$ cat src/rtl/ffha_pkg.sv
// Shared constants, types and codes of the first-fit heap allocator.
// Used by ffha_alu, ffha_seq and the top level; depends on nothing else.
package ffha_pkg;

	localparam int HEAP_FRAMES   = 64;
	localparam int FRAME_BYTES   = 4096;
	localparam int GRAN_BYTES    = 16;
	localparam int HDR_BYTES     = 32;
	localparam int SPLIT_BYTES   = 32;
	localparam int HEAP_GRANULES = HEAP_FRAMES * (FRAME_BYTES / GRAN_BYTES);
	localparam int HDR_GRANS     = HDR_BYTES / GRAN_BYTES;
	localparam int SPLIT_GRANS   = SPLIT_BYTES / GRAN_BYTES;
	localparam int GRAN_SHIFT    = $clog2(GRAN_BYTES);

	// Granule index width and datapath width of the shared adder.
	localparam int GW      = $clog2(HEAP_GRANULES);
	localparam int BYTES_W = 20;
	localparam int OFF_W   = 18;
	localparam int NEED_W  = BYTES_W - GRAN_SHIFT + 1;
	localparam int AW      = ((GW + 1 > NEED_W) ? GW + 1 : NEED_W) + 1;

	localparam int STATUS_W = 2;
	localparam logic [STATUS_W-1:0] ST_OK        = 2'd0;
	localparam logic [STATUS_W-1:0] ST_ZERO      = 2'd1;
	localparam logic [STATUS_W-1:0] ST_EXHAUSTED = 2'd2;

	localparam logic ACT_ALLOC = 1'b0;
	localparam logic ACT_FREE  = 1'b1;

	localparam int ALU_OP_W = 2;
	localparam logic [ALU_OP_W-1:0] ALU_ADD  = 2'd0;
	localparam logic [ALU_OP_W-1:0] ALU_SUB  = 2'd1;
	localparam logic [ALU_OP_W-1:0] ALU_ADDH = 2'd2;

	typedef struct packed {
		logic          valid;
		logic          free;
		logic [GW-1:0] prev;
		logic [GW-1:0] size;
	} hdr_t;

	localparam int HDR_W = $bits(hdr_t);

	typedef struct packed {
		logic [ALU_OP_W-1:0] op;
		logic [AW-1:0]       a;
		logic [AW-1:0]       b;
	} alu_req_t;

	typedef struct packed {
		logic [AW-1:0] res;
		logic          geq;
	} alu_rsp_t;

	typedef struct packed {
		logic          we;
		logic [GW-1:0] waddr;
		hdr_t          wdata;
		logic          re;
		logic [GW-1:0] raddr;
	} mem_req_t;

	typedef struct packed {
		logic               action;
		logic [BYTES_W-1:0] bytes;
		logic [OFF_W-1:0]   off;
	} req_t;

	typedef struct packed {
		logic [OFF_W-1:0]    offset;
		logic [STATUS_W-1:0] status;
	} res_t;

endpackage

$ cat src/rtl/ffha_alu.sv
// Shared add/subtract/compare unit of the allocator sequencer.
// Depends on ffha_pkg for widths and operation codes.
module ffha_alu
	import ffha_pkg::*;
(
	input  alu_req_t req,
	output alu_rsp_t rsp
);

	logic [AW:0] b_eff;
	logic [AW:0] k;
	logic [AW:0] sum;

	always_comb begin
		case (req.op)
			ALU_SUB: begin
				b_eff = {1'b0, ~req.b};
				k     = (AW+1)'(1);
			end
			ALU_ADDH: begin
				b_eff = {1'b0, req.b};
				k     = (AW+1)'(HDR_GRANS);
			end
			default: begin
				b_eff = {1'b0, req.b};
				k     = '0;
			end
		endcase
		// For a subtraction the carry out is set exactly when a >= b.
		sum     = {1'b0, req.a} + b_eff + k;
		rsp.res = sum[AW-1:0];
		rsp.geq = sum[AW];
	end

endmodule

$ cat src/rtl/ffha_seq.sv
// Sequencer of the allocator: walks and updates the header store, reading
// one header at a time, around the shared ffha_alu. Depends on ffha_pkg.
module ffha_seq
	import ffha_pkg::*;
(
	input  logic     clk,
	input  logic     arst_n,
	input  logic     start,
	input  req_t     req,
	output logic     idle,
	input  logic     out_free,
	output logic     done,
	output res_t     res,
	output mem_req_t mem,
	input  hdr_t     rdata
);

	localparam int SW = 5;
	localparam logic [SW-1:0] S_INIT   = 5'd0;
	localparam logic [SW-1:0] S_IDLE   = 5'd1;
	localparam logic [SW-1:0] S_A_NEED = 5'd2;
	localparam logic [SW-1:0] S_A_CHK  = 5'd3;
	localparam logic [SW-1:0] S_A_NXT  = 5'd4;
	localparam logic [SW-1:0] S_A_SPL  = 5'd5;
	localparam logic [SW-1:0] S_A_T    = 5'd6;
	localparam logic [SW-1:0] S_A_TS   = 5'd7;
	localparam logic [SW-1:0] S_A_NX   = 5'd8;
	localparam logic [SW-1:0] S_A_NXW  = 5'd9;
	localparam logic [SW-1:0] S_A_HW   = 5'd10;
	localparam logic [SW-1:0] S_F_IDX  = 5'd11;
	localparam logic [SW-1:0] S_F_CHK  = 5'd12;
	localparam logic [SW-1:0] S_F_NX   = 5'd13;
	localparam logic [SW-1:0] S_F_NXC  = 5'd14;
	localparam logic [SW-1:0] S_F_NN   = 5'd15;
	localparam logic [SW-1:0] S_F_NNW  = 5'd16;
	localparam logic [SW-1:0] S_F_PV   = 5'd17;
	localparam logic [SW-1:0] S_F_PC   = 5'd18;
	localparam logic [SW-1:0] S_F_PN   = 5'd19;
	localparam logic [SW-1:0] S_F_PNW  = 5'd20;
	localparam logic [SW-1:0] S_F_GW   = 5'd21;
	localparam logic [SW-1:0] S_DONE   = 5'd22;

	localparam logic [AW-1:0] HEAP_END  = AW'(HEAP_GRANULES);
	localparam logic [AW-1:0] SPLIT_MIN = AW'(HDR_GRANS + SPLIT_GRANS);
	localparam logic [AW-1:0] HDR_AW    = AW'(HDR_GRANS);
	localparam logic [GW-1:0] INIT_SIZE = GW'(HEAP_GRANULES - HDR_GRANS);

	logic [SW-1:0] state_q, state_d;
	req_t          req_q, req_d;
	logic [GW-1:0] g_q, g_d;
	logic [AW-1:0] need_q, need_d;
	logic [AW-1:0] rem_q, rem_d;
	hdr_t          hdr_q, hdr_d;
	logic [GW-1:0] t_q, t_d;
	logic [GW-1:0] nx_q, nx_d;
	logic [GW-1:0] tmp_q, tmp_d;
	res_t          res_q, res_d;

	alu_req_t       alu_req;
	alu_rsp_t       alu_rsp;
	logic [AW+GRAN_SHIFT-1:0] off_wide;
	logic           in_heap;

	ffha_alu u_alu (
		.req (alu_req),
		.rsp (alu_rsp)
	);

	assign in_heap  = alu_rsp.res < HEAP_END;
	assign off_wide = {alu_rsp.res, {GRAN_SHIFT{1'b0}}};

	always_comb begin
		state_d = state_q;
		req_d   = req_q;
		g_d     = g_q;
		need_d  = need_q;
		rem_d   = rem_q;
		hdr_d   = hdr_q;
		t_d     = t_q;
		nx_d    = nx_q;
		tmp_d   = tmp_q;
		res_d   = res_q;
		alu_req = '{op: ALU_ADD, a: '0, b: '0};
		mem     = '0;
		idle    = 1'b0;
		done    = 1'b0;

		case (state_q)
			S_INIT: begin
				// Entry 0 becomes one free block spanning the whole heap.
				mem.we    = 1'b1;
				mem.waddr = '0;
				mem.wdata = '{valid: 1'b1, free: 1'b1, prev: '0, size: INIT_SIZE};
				state_d   = S_IDLE;
			end
			S_IDLE: begin
				idle = 1'b1;
				if (start) begin
					req_d = req;
					res_d = '{offset: '0, status: ST_OK};
					if (req.action == ACT_FREE) begin
						if (req.off < OFF_W'(HDR_BYTES) ||
								req.off[GRAN_SHIFT-1:0] != '0) begin
							state_d = S_DONE;
						end else begin
							state_d = S_F_IDX;
						end
					end else if (req.bytes == '0) begin
						res_d.status = ST_ZERO;
						state_d      = S_DONE;
					end else begin
						state_d = S_A_NEED;
					end
				end
			end

			// Allocation.
			S_A_NEED: begin
				alu_req.op = ALU_ADD;
				alu_req.a  = AW'(req_q.bytes[BYTES_W-1:GRAN_SHIFT]);
				alu_req.b  = AW'(|req_q.bytes[GRAN_SHIFT-1:0]);
				need_d     = alu_rsp.res;
				g_d        = '0;
				mem.re     = 1'b1;
				mem.raddr  = '0;
				state_d    = S_A_CHK;
			end
			S_A_CHK: begin
				alu_req.op = ALU_SUB;
				alu_req.a  = AW'(rdata.size);
				alu_req.b  = need_q;
				hdr_d      = rdata;
				rem_d      = alu_rsp.res;
				if (!rdata.valid) begin
					res_d.status = ST_EXHAUSTED;
					state_d      = S_DONE;
				end else if (rdata.free && alu_rsp.geq) begin
					state_d = S_A_SPL;
				end else begin
					state_d = S_A_NXT;
				end
			end
			S_A_NXT: begin
				alu_req.op = ALU_ADDH;
				alu_req.a  = AW'(g_q);
				alu_req.b  = AW'(hdr_q.size);
				if (in_heap) begin
					g_d       = alu_rsp.res[GW-1:0];
					mem.re    = 1'b1;
					mem.raddr = alu_rsp.res[GW-1:0];
					state_d   = S_A_CHK;
				end else begin
					res_d.status = ST_EXHAUSTED;
					state_d      = S_DONE;
				end
			end
			S_A_SPL: begin
				alu_req.op = ALU_SUB;
				alu_req.a  = rem_q;
				alu_req.b  = SPLIT_MIN;
				state_d    = alu_rsp.geq ? S_A_T : S_A_HW;
			end
			S_A_T: begin
				alu_req.op = ALU_ADDH;
				alu_req.a  = AW'(g_q);
				alu_req.b  = need_q;
				t_d        = alu_rsp.res[GW-1:0];
				state_d    = S_A_TS;
			end
			S_A_TS: begin
				// The tail keeps what is left after the new header.
				alu_req.op = ALU_SUB;
				alu_req.a  = rem_q;
				alu_req.b  = HDR_AW;
				mem.we     = 1'b1;
				mem.waddr  = t_q;
				mem.wdata  = '{valid: 1'b1, free: 1'b1, prev: g_q,
					size: alu_rsp.res[GW-1:0]};
				state_d    = S_A_NX;
			end
			S_A_NX: begin
				alu_req.op = ALU_ADDH;
				alu_req.a  = AW'(g_q);
				alu_req.b  = AW'(hdr_q.size);
				hdr_d.size = need_q[GW-1:0];
				if (in_heap) begin
					nx_d      = alu_rsp.res[GW-1:0];
					mem.re    = 1'b1;
					mem.raddr = alu_rsp.res[GW-1:0];
					state_d   = S_A_NXW;
				end else begin
					state_d = S_A_HW;
				end
			end
			S_A_NXW: begin
				mem.we     = 1'b1;
				mem.waddr  = nx_q;
				mem.wdata  = rdata;
				mem.wdata.prev = t_q;
				state_d    = S_A_HW;
			end
			S_A_HW: begin
				alu_req.op = ALU_ADDH;
				alu_req.a  = AW'(g_q);
				alu_req.b  = '0;
				mem.we     = 1'b1;
				mem.waddr  = g_q;
				mem.wdata  = '{valid: 1'b1, free: 1'b0, prev: hdr_q.prev,
					size: hdr_q.size};
				res_d      = '{offset: off_wide[OFF_W-1:0], status: ST_OK};
				state_d    = S_DONE;
			end

			// Release.
			S_F_IDX: begin
				alu_req.op = ALU_SUB;
				alu_req.a  = AW'(req_q.off[OFF_W-1:GRAN_SHIFT]);
				alu_req.b  = HDR_AW;
				if (in_heap) begin
					g_d       = alu_rsp.res[GW-1:0];
					mem.re    = 1'b1;
					mem.raddr = alu_rsp.res[GW-1:0];
					state_d   = S_F_CHK;
				end else begin
					state_d = S_DONE;
				end
			end
			S_F_CHK: begin
				hdr_d   = rdata;
				state_d = (!rdata.valid || rdata.free) ? S_DONE : S_F_NX;
			end
			S_F_NX: begin
				alu_req.op = ALU_ADDH;
				alu_req.a  = AW'(g_q);
				alu_req.b  = AW'(hdr_q.size);
				if (in_heap) begin
					nx_d      = alu_rsp.res[GW-1:0];
					mem.re    = 1'b1;
					mem.raddr = alu_rsp.res[GW-1:0];
					state_d   = S_F_NXC;
				end else begin
					state_d = S_F_PV;
				end
			end
			S_F_NXC: begin
				alu_req.op = ALU_ADDH;
				alu_req.a  = AW'(hdr_q.size);
				alu_req.b  = AW'(rdata.size);
				if (rdata.valid && rdata.free) begin
					// Absorb the following free block.
					hdr_d.size = alu_rsp.res[GW-1:0];
					mem.we     = 1'b1;
					mem.waddr  = nx_q;
					mem.wdata  = rdata;
					mem.wdata.valid = 1'b0;
					mem.wdata.free  = 1'b0;
					state_d    = S_F_NN;
				end else begin
					state_d = S_F_PV;
				end
			end
			S_F_NN: begin
				alu_req.op = ALU_ADDH;
				alu_req.a  = AW'(g_q);
				alu_req.b  = AW'(hdr_q.size);
				if (in_heap) begin
					nx_d      = alu_rsp.res[GW-1:0];
					mem.re    = 1'b1;
					mem.raddr = alu_rsp.res[GW-1:0];
					state_d   = S_F_NNW;
				end else begin
					state_d = S_F_PV;
				end
			end
			S_F_NNW: begin
				mem.we     = 1'b1;
				mem.waddr  = nx_q;
				mem.wdata  = rdata;
				mem.wdata.prev = g_q;
				state_d    = S_F_PV;
			end
			S_F_PV: begin
				if (g_q == '0) begin
					state_d = S_F_GW;
				end else begin
					mem.re    = 1'b1;
					mem.raddr = hdr_q.prev;
					state_d   = S_F_PC;
				end
			end
			S_F_PC: begin
				alu_req.op = ALU_ADDH;
				alu_req.a  = AW'(rdata.size);
				alu_req.b  = AW'(hdr_q.size);
				if (rdata.valid && rdata.free) begin
					// The previous free block absorbs this one.
					tmp_d      = alu_rsp.res[GW-1:0];
					mem.we     = 1'b1;
					mem.waddr  = hdr_q.prev;
					mem.wdata  = '{valid: 1'b1, free: 1'b1, prev: rdata.prev,
						size: alu_rsp.res[GW-1:0]};
					state_d    = S_F_PN;
				end else begin
					state_d = S_F_GW;
				end
			end
			S_F_PN: begin
				alu_req.op = ALU_ADDH;
				alu_req.a  = AW'(hdr_q.prev);
				alu_req.b  = AW'(tmp_q);
				mem.we     = 1'b1;
				mem.waddr  = g_q;
				mem.wdata  = '{valid: 1'b0, free: 1'b0, prev: hdr_q.prev,
					size: hdr_q.size};
				if (in_heap) begin
					nx_d      = alu_rsp.res[GW-1:0];
					mem.re    = 1'b1;
					mem.raddr = alu_rsp.res[GW-1:0];
					state_d   = S_F_PNW;
				end else begin
					state_d = S_DONE;
				end
			end
			S_F_PNW: begin
				mem.we     = 1'b1;
				mem.waddr  = nx_q;
				mem.wdata  = rdata;
				mem.wdata.prev = hdr_q.prev;
				state_d    = S_DONE;
			end
			S_F_GW: begin
				mem.we    = 1'b1;
				mem.waddr = g_q;
				mem.wdata = '{valid: 1'b1, free: 1'b1, prev: hdr_q.prev,
					size: hdr_q.size};
				state_d   = S_DONE;
			end

			S_DONE: begin
				done = 1'b1;
				if (out_free) begin
					state_d = S_IDLE;
				end
			end
			default: begin
				state_d = S_IDLE;
			end
		endcase
	end

	always_ff @(posedge clk or negedge arst_n) begin
		if (!arst_n) begin
			state_q <= S_INIT;
		end else begin
			state_q <= state_d;
		end
	end

	always_ff @(posedge clk) begin
		req_q  <= req_d;
		g_q    <= g_d;
		need_q <= need_d;
		rem_q  <= rem_d;
		hdr_q  <= hdr_d;
		t_q    <= t_d;
		nx_q   <= nx_d;
		tmp_q  <= tmp_d;
		res_q  <= res_d;
	end

	assign res = res_q;

endmodule

$ cat config.mk
export PLATFORM = sky130hd
export DESIGN_NAME = ffha_seq
export DESIGN_NICKNAME = d
export VERILOG_FILES = /design/src/rtl/ffha_pkg.sv /design/src/rtl/ffha_alu.sv /design/src/rtl/ffha_seq.sv
export SDC_FILE = /design/constraint.sdc
export NUM_CORES = 1
export LEC_CHECK = 0
export ABC_CLOCK_PERIOD_IN_PS = 7500
export BUFFER_PORTS_ARGS = -buffer_cell sky130_fd_sc_hd__buf_2
export CAP_MARGIN = 20
export CORE_ASPECT_RATIO = 0.6
export CORE_MARGIN = 2
export CORE_UTILIZATION = 36
export DETAILED_ROUTE_END_ITERATION = 16
export SLEW_MARGIN = 5
export SYNTH_ARGS = -nofsm -noshare
export SYNTH_HDL_FRONTEND = slang
export SYNTH_HIERARCHICAL = 1
export SYNTH_SLANG_ARGS = --single-unit
$ cat constraint.sdc
create_clock -name clk -period 7.5 [get_ports clk]
set_clock_uncertainty 0.2 [all_clocks]
set_input_delay 1.5 -clock clk [delete_from_list [all_inputs] [get_ports clk]]
set_output_delay 1.5 -clock clk [all_outputs]
set_load 0.01 [all_outputs]
# == Word level (Yosys, flattened, before mapping) ==
# Cells that the tools add are included.
# word_totals
reg_bits,183
input_bits,73
out_inout_bits,82
# classes
addsub,2
n_lt_le_gt_ge,2
eq_ne,30
n_mux,41
bitwise,1
n_reduce_logical,28
# op_table
cell,count
one-hot mux 45 bit (10 select lines),1
one-hot mux 38 bit (11 select lines),1
one-hot mux 5 bit (20 select lines),1
2-to-1 mux 45 bit,2
2-to-1 mux 5 bit,11
one-hot mux 15 bit (3 select lines),1
one-hot mux 14 bit (3 select lines),1
"equality test 5 x 4 -> 1 bit, second input constant",8
one-hot mux 18 bit (2 select lines),1
"equality test 5 bit, second input constant",7
2-to-1 mux 15 bit,2
2-to-1 mux 14 bit,2
one-hot mux 14 bit (2 select lines),1
"equality test 5 x 3 -> 1 bit, second input constant",4
logical NOT 20 bit,1
2-to-1 mux 20 bit,1
adder 18 x 18 -> 19 bit,1
adder 19 x 2 -> 19 bit,1
"less-than comparator 18 x 15 -> 1 bit, second input constant",1
"less-than comparator 18 x 6 -> 1 bit, second input constant",1
2-to-1 mux 18 bit,1
inverter 18 bit,1
logical NOT 14 bit,1
AND reduction 2 bit,7
24 further kinds,45

# == Longest topological paths before layout ==
# logic_depth
ltp_word,11
mapped_depth,24
ltp_nobuf,20

# == Modules after synthesis ==
# Netlist, hierarchy kept.
# by_module_without_submodules
mod,n_inst,cells_per_inst,area_per_inst_um2,seq_area_each_um2
ffha_seq,1,764,8954.8,5230.0
ffha_alu,1,185,1416.4,0.0

# == Worst setup path before layout ==
# OpenSTA, ideal clock, no wires.
# synth_timing
path_type,reg2out
start,reg state_q[0]
end,out mem[10] (netlist name)
arrival_ps,6347
t_required_ps,5800
setup_slack_ps,-547
stages_incl_launch_ff,25
n_path_buf,8
cell_sequence,dfrtp_1 -> buf_2 -> buf_2 -> nor2_1 -> a211oi_2 -> buf_2 -> a21o_1 -> nand2b_1 -> clkbuf_1 -> buf_2 -> xnor2_1 -> ha_1 -> ha_1 -> buf_6 -> a21o_1 -> o21bai_4 -> a2111oi_4 -> nor3_1 -> or3b_1 -> or4_1 -> clkbuf_1 -> a21oi_1 -> a21o_2 -> buf_4 -> a22o_1
# synth_lines
element,line,text
start: declaration,ffha_seq.sv:48,"logic [SW-1:0] state_q, state_d;"
start signal: assignment,ffha_seq.sv:355,state_q <= state_d;
end: declaration,ffha_seq.sv:14,"output mem_req_t mem,"

==> metrics.txt <==
status finished clean; Initial Util 0.364; Post-Syn Area approximately 10000 um^2; largest net degree at the start of global routing 38; DRT Pass-1 Iters 9; CP Max Fanout 15; die width 223 um; CP startpoint kind register; H-tree levels 4; fin util 0.438; synth warn 6; global-route wire length before repair ~56000 um; Worst EP arrival 5.56 ns; CTS root buf clkbuf_16; Final GP Congestion around 0.97; worst-margin pin slew 1.15 ns; fill count 2704; clk slew on worst S/H paths about 0.070 ns; chip height 135 um; worst path required time between 5 and 6 ns; WL final roughly 38000 um; drt wl/cell between 20 and 25 um; most frequent cells in the layout edfxtp_1 (170), buf_2 (150), nand2_1 (115); routed vias just over 9000; Max transition margin 0.230; Avg Synthesized Cell Area 10.9 um^2; CORE AREA ~29000 um^2; Final Cycle Share 0.968; Top FF cell, synth edfxtp_1; Mapped Cells 949; initial antenna violation count 4; fmax approximately 140 MHz; kind of critical path register to output pin; nets@finish around 1200; I/O pin cnt about 160; Synth area leader edfxtp_1; Inserted Clock Buffers 17; CTS tree done; Hold Fails Final Rpt 0; Num Clock Sinks 175; Layout Cells excl Fill between 1500 and 2000; #FFs+latches synth ~180; number of global-route vias before repair 8686; DP HPWL approximately 28000 um; Maximum Capacitance Violations 0; multi-input logic area between 4000 and 5000 um^2; Clk Latency, worst-skew pair about 0.45 ns; number of enable flip-flop cells after synthesis 170; sequential area share after synthesis 0.504; Async SR Flop Fraction 0.0286; Port Buffer Count 150; DRC viols 0; register area between 5000 and 6000 um^2; GRT Total Usage 0.250; Synth top area share 0.492; DRT iter0 DRCs roughly 1700; max-slew violation count 0; HP Class register to register; Clock Tree Buf Depth 2; Distinct cells, synth just over 80; die area slightly above 30000 um^2; most common cell after layout, fill and taps aside edfxtp_1; total gr overflow 0; fraction of layout cells with a size suffix above 1 0.275; Vias/cell ~6.1; Inst Count DP 1474; Area Overhead vs Synth 20.5%; top cells by area, synth edfxtp_1 (49%), nand2_1 (4.2%), ha_1 (4.0%); CP endpoint kind output pin; Final Critical Period 7.26 ns; Post-DRT Antenna Nets 0; Final setup viols 0; Hold Buf Count CTS 0; FP Rows 48
-- cell usage after synthesis (6+ instances only) --
cell type,n
a21oi_1,29
nand2_1,116
and2_1,24
a221oi_1,16
nor4_1,14
xor2_1,9
and3_1,16
o21ai_0,49
edfxtp_1,170
nand2b_1,11
inv_1,40
clkbuf_1,19
buf_2,31
nand3_1,36
nor3_1,16
nand3_2,10
nor2_1,30
a22o_1,30
nand4_1,6
a211oi_1,6
ha_1,33
or3_1,7
a22oi_1,35
buf_4,9
xnor2_1,24
a22oi_2,10
a222oi_1,40
-- kinds of logic (layout without fill, tap and decap cells) --
family | Yosys count | count (layout) | share of synthesized area
simple gates | 320 | 320 | 0.163
flops | 175 | 175 | 0.504
other cells | 1 | 6 | 0.000362
mux | 1 | 1 | 0.000965
fa+ha+maj | 35 | 35 | 0.0437
buf+inv | 108 | 294 | 0.0509
compound gates | 276 | 276 | 0.209
xor+xnor | 33 | 33 | 0.0279
-- sequential cells by signal (all words and copies together) (netlist names) --
register	cells
need_q	18
res	16
hdr_q	28
tmp_q	14
state_q	5
rem_q	18
g_q	14
nx_q	14
req_q	34
t_q	14
-- area by class of cell --
| type | count | share of cell area |
|---|---|---|
| flip-flops and latches | 175 | 0.419 |
| multi-input cells | 669 | 0.378 |
| repair buffers | 221 | 0.109 |
| well taps | 375 | 0.0375 |
| clock buffers | 19 | 0.0346 |
| inverters | 41 | 0.0123 |
| clock inverters | 13 | 0.00901 |
| diodes | 2 | 0.000401 |
-- worst paths after layout --
kind	startpoint	end	slack, ns	cells past startpoint
worst max-delay path	state_q[2]	mem[7]	0.24	22
worst min-delay path	need_q[13]	hdr_q[13]	0.35	2
worst min register to register	need_q[13]	hdr_q[13]	0.35	2
worst max register to register	state_q[2]	g_q[13]	1.84	20
min in group asynchronous	arst_n	state_q[4]	0.65	1
max in group asynchronous	arst_n	state_q[0]	6.31	1
-- timing repair --
action,CTS,global route
cloned,0,0
setup buffers,1,4
gates resized for setup,2,17
endpoints found under the hold margin,0,0
pin swaps,0,2
endpoints found under the setup margin,15,15
-- through the flow --
step           worst slack (ns)  hold WS [ns]  area (um^2)  setup TNS, ns
6_report                  0.237         0.349        12500              0
5_1_grt                 -0.0320         0.383        12500         -0.225
4_1_cts                  0.0385         0.354        12400              0
3_5_place_dp              0.125         0.341        11800              0
3_3_place_gp              0.224         0.333        11800              0
2_1_floorplan            0.0677         0.318        10400              0
-- worst max-delay path, stage by stage, from the launching register on --
cell and delay [ns]:
dfrtp_2 0.60, buf_4 0.20, nand2b_1 0.18, nor3_4 0.08
buf_4 0.14, a211oi_1 0.22, o211ai_1 0.14, xor2_1 0.20
fa_1 0.51, inv_1 0.05, ha_1 0.22, fa_1 0.41
a21o_1 0.21, nor3b_1 0.16, nor3_1 0.25, or3_1 0.15
o311ai_1 0.10, or4_4 0.60, a21oi_4 0.14, a21o_2 0.13
buf_12 0.15, a22o_1 0.15, buf_2 0.13
-- layer usage --
| metal | up-vias | wire length, um | GRT usage | share of wire |
|---|---|---|---|---|
| li1 | 4063 | - | - | - |
| met1 | 4523 | 17000 | 0.371 | 0.45 |
| met2 | 593 | 15600 | 0.358 | 0.41 |
| met3 | 53 | 4350 | 0.0672 | 0.12 |
| met4 | 0 | 710 | 0.0679 | 0.019 |
| met5 | - | 0 | 0 | 0 |
Power is not shown: default switching activity piles up to over one toggle a cycle in this logic, so the estimate is an artifact.
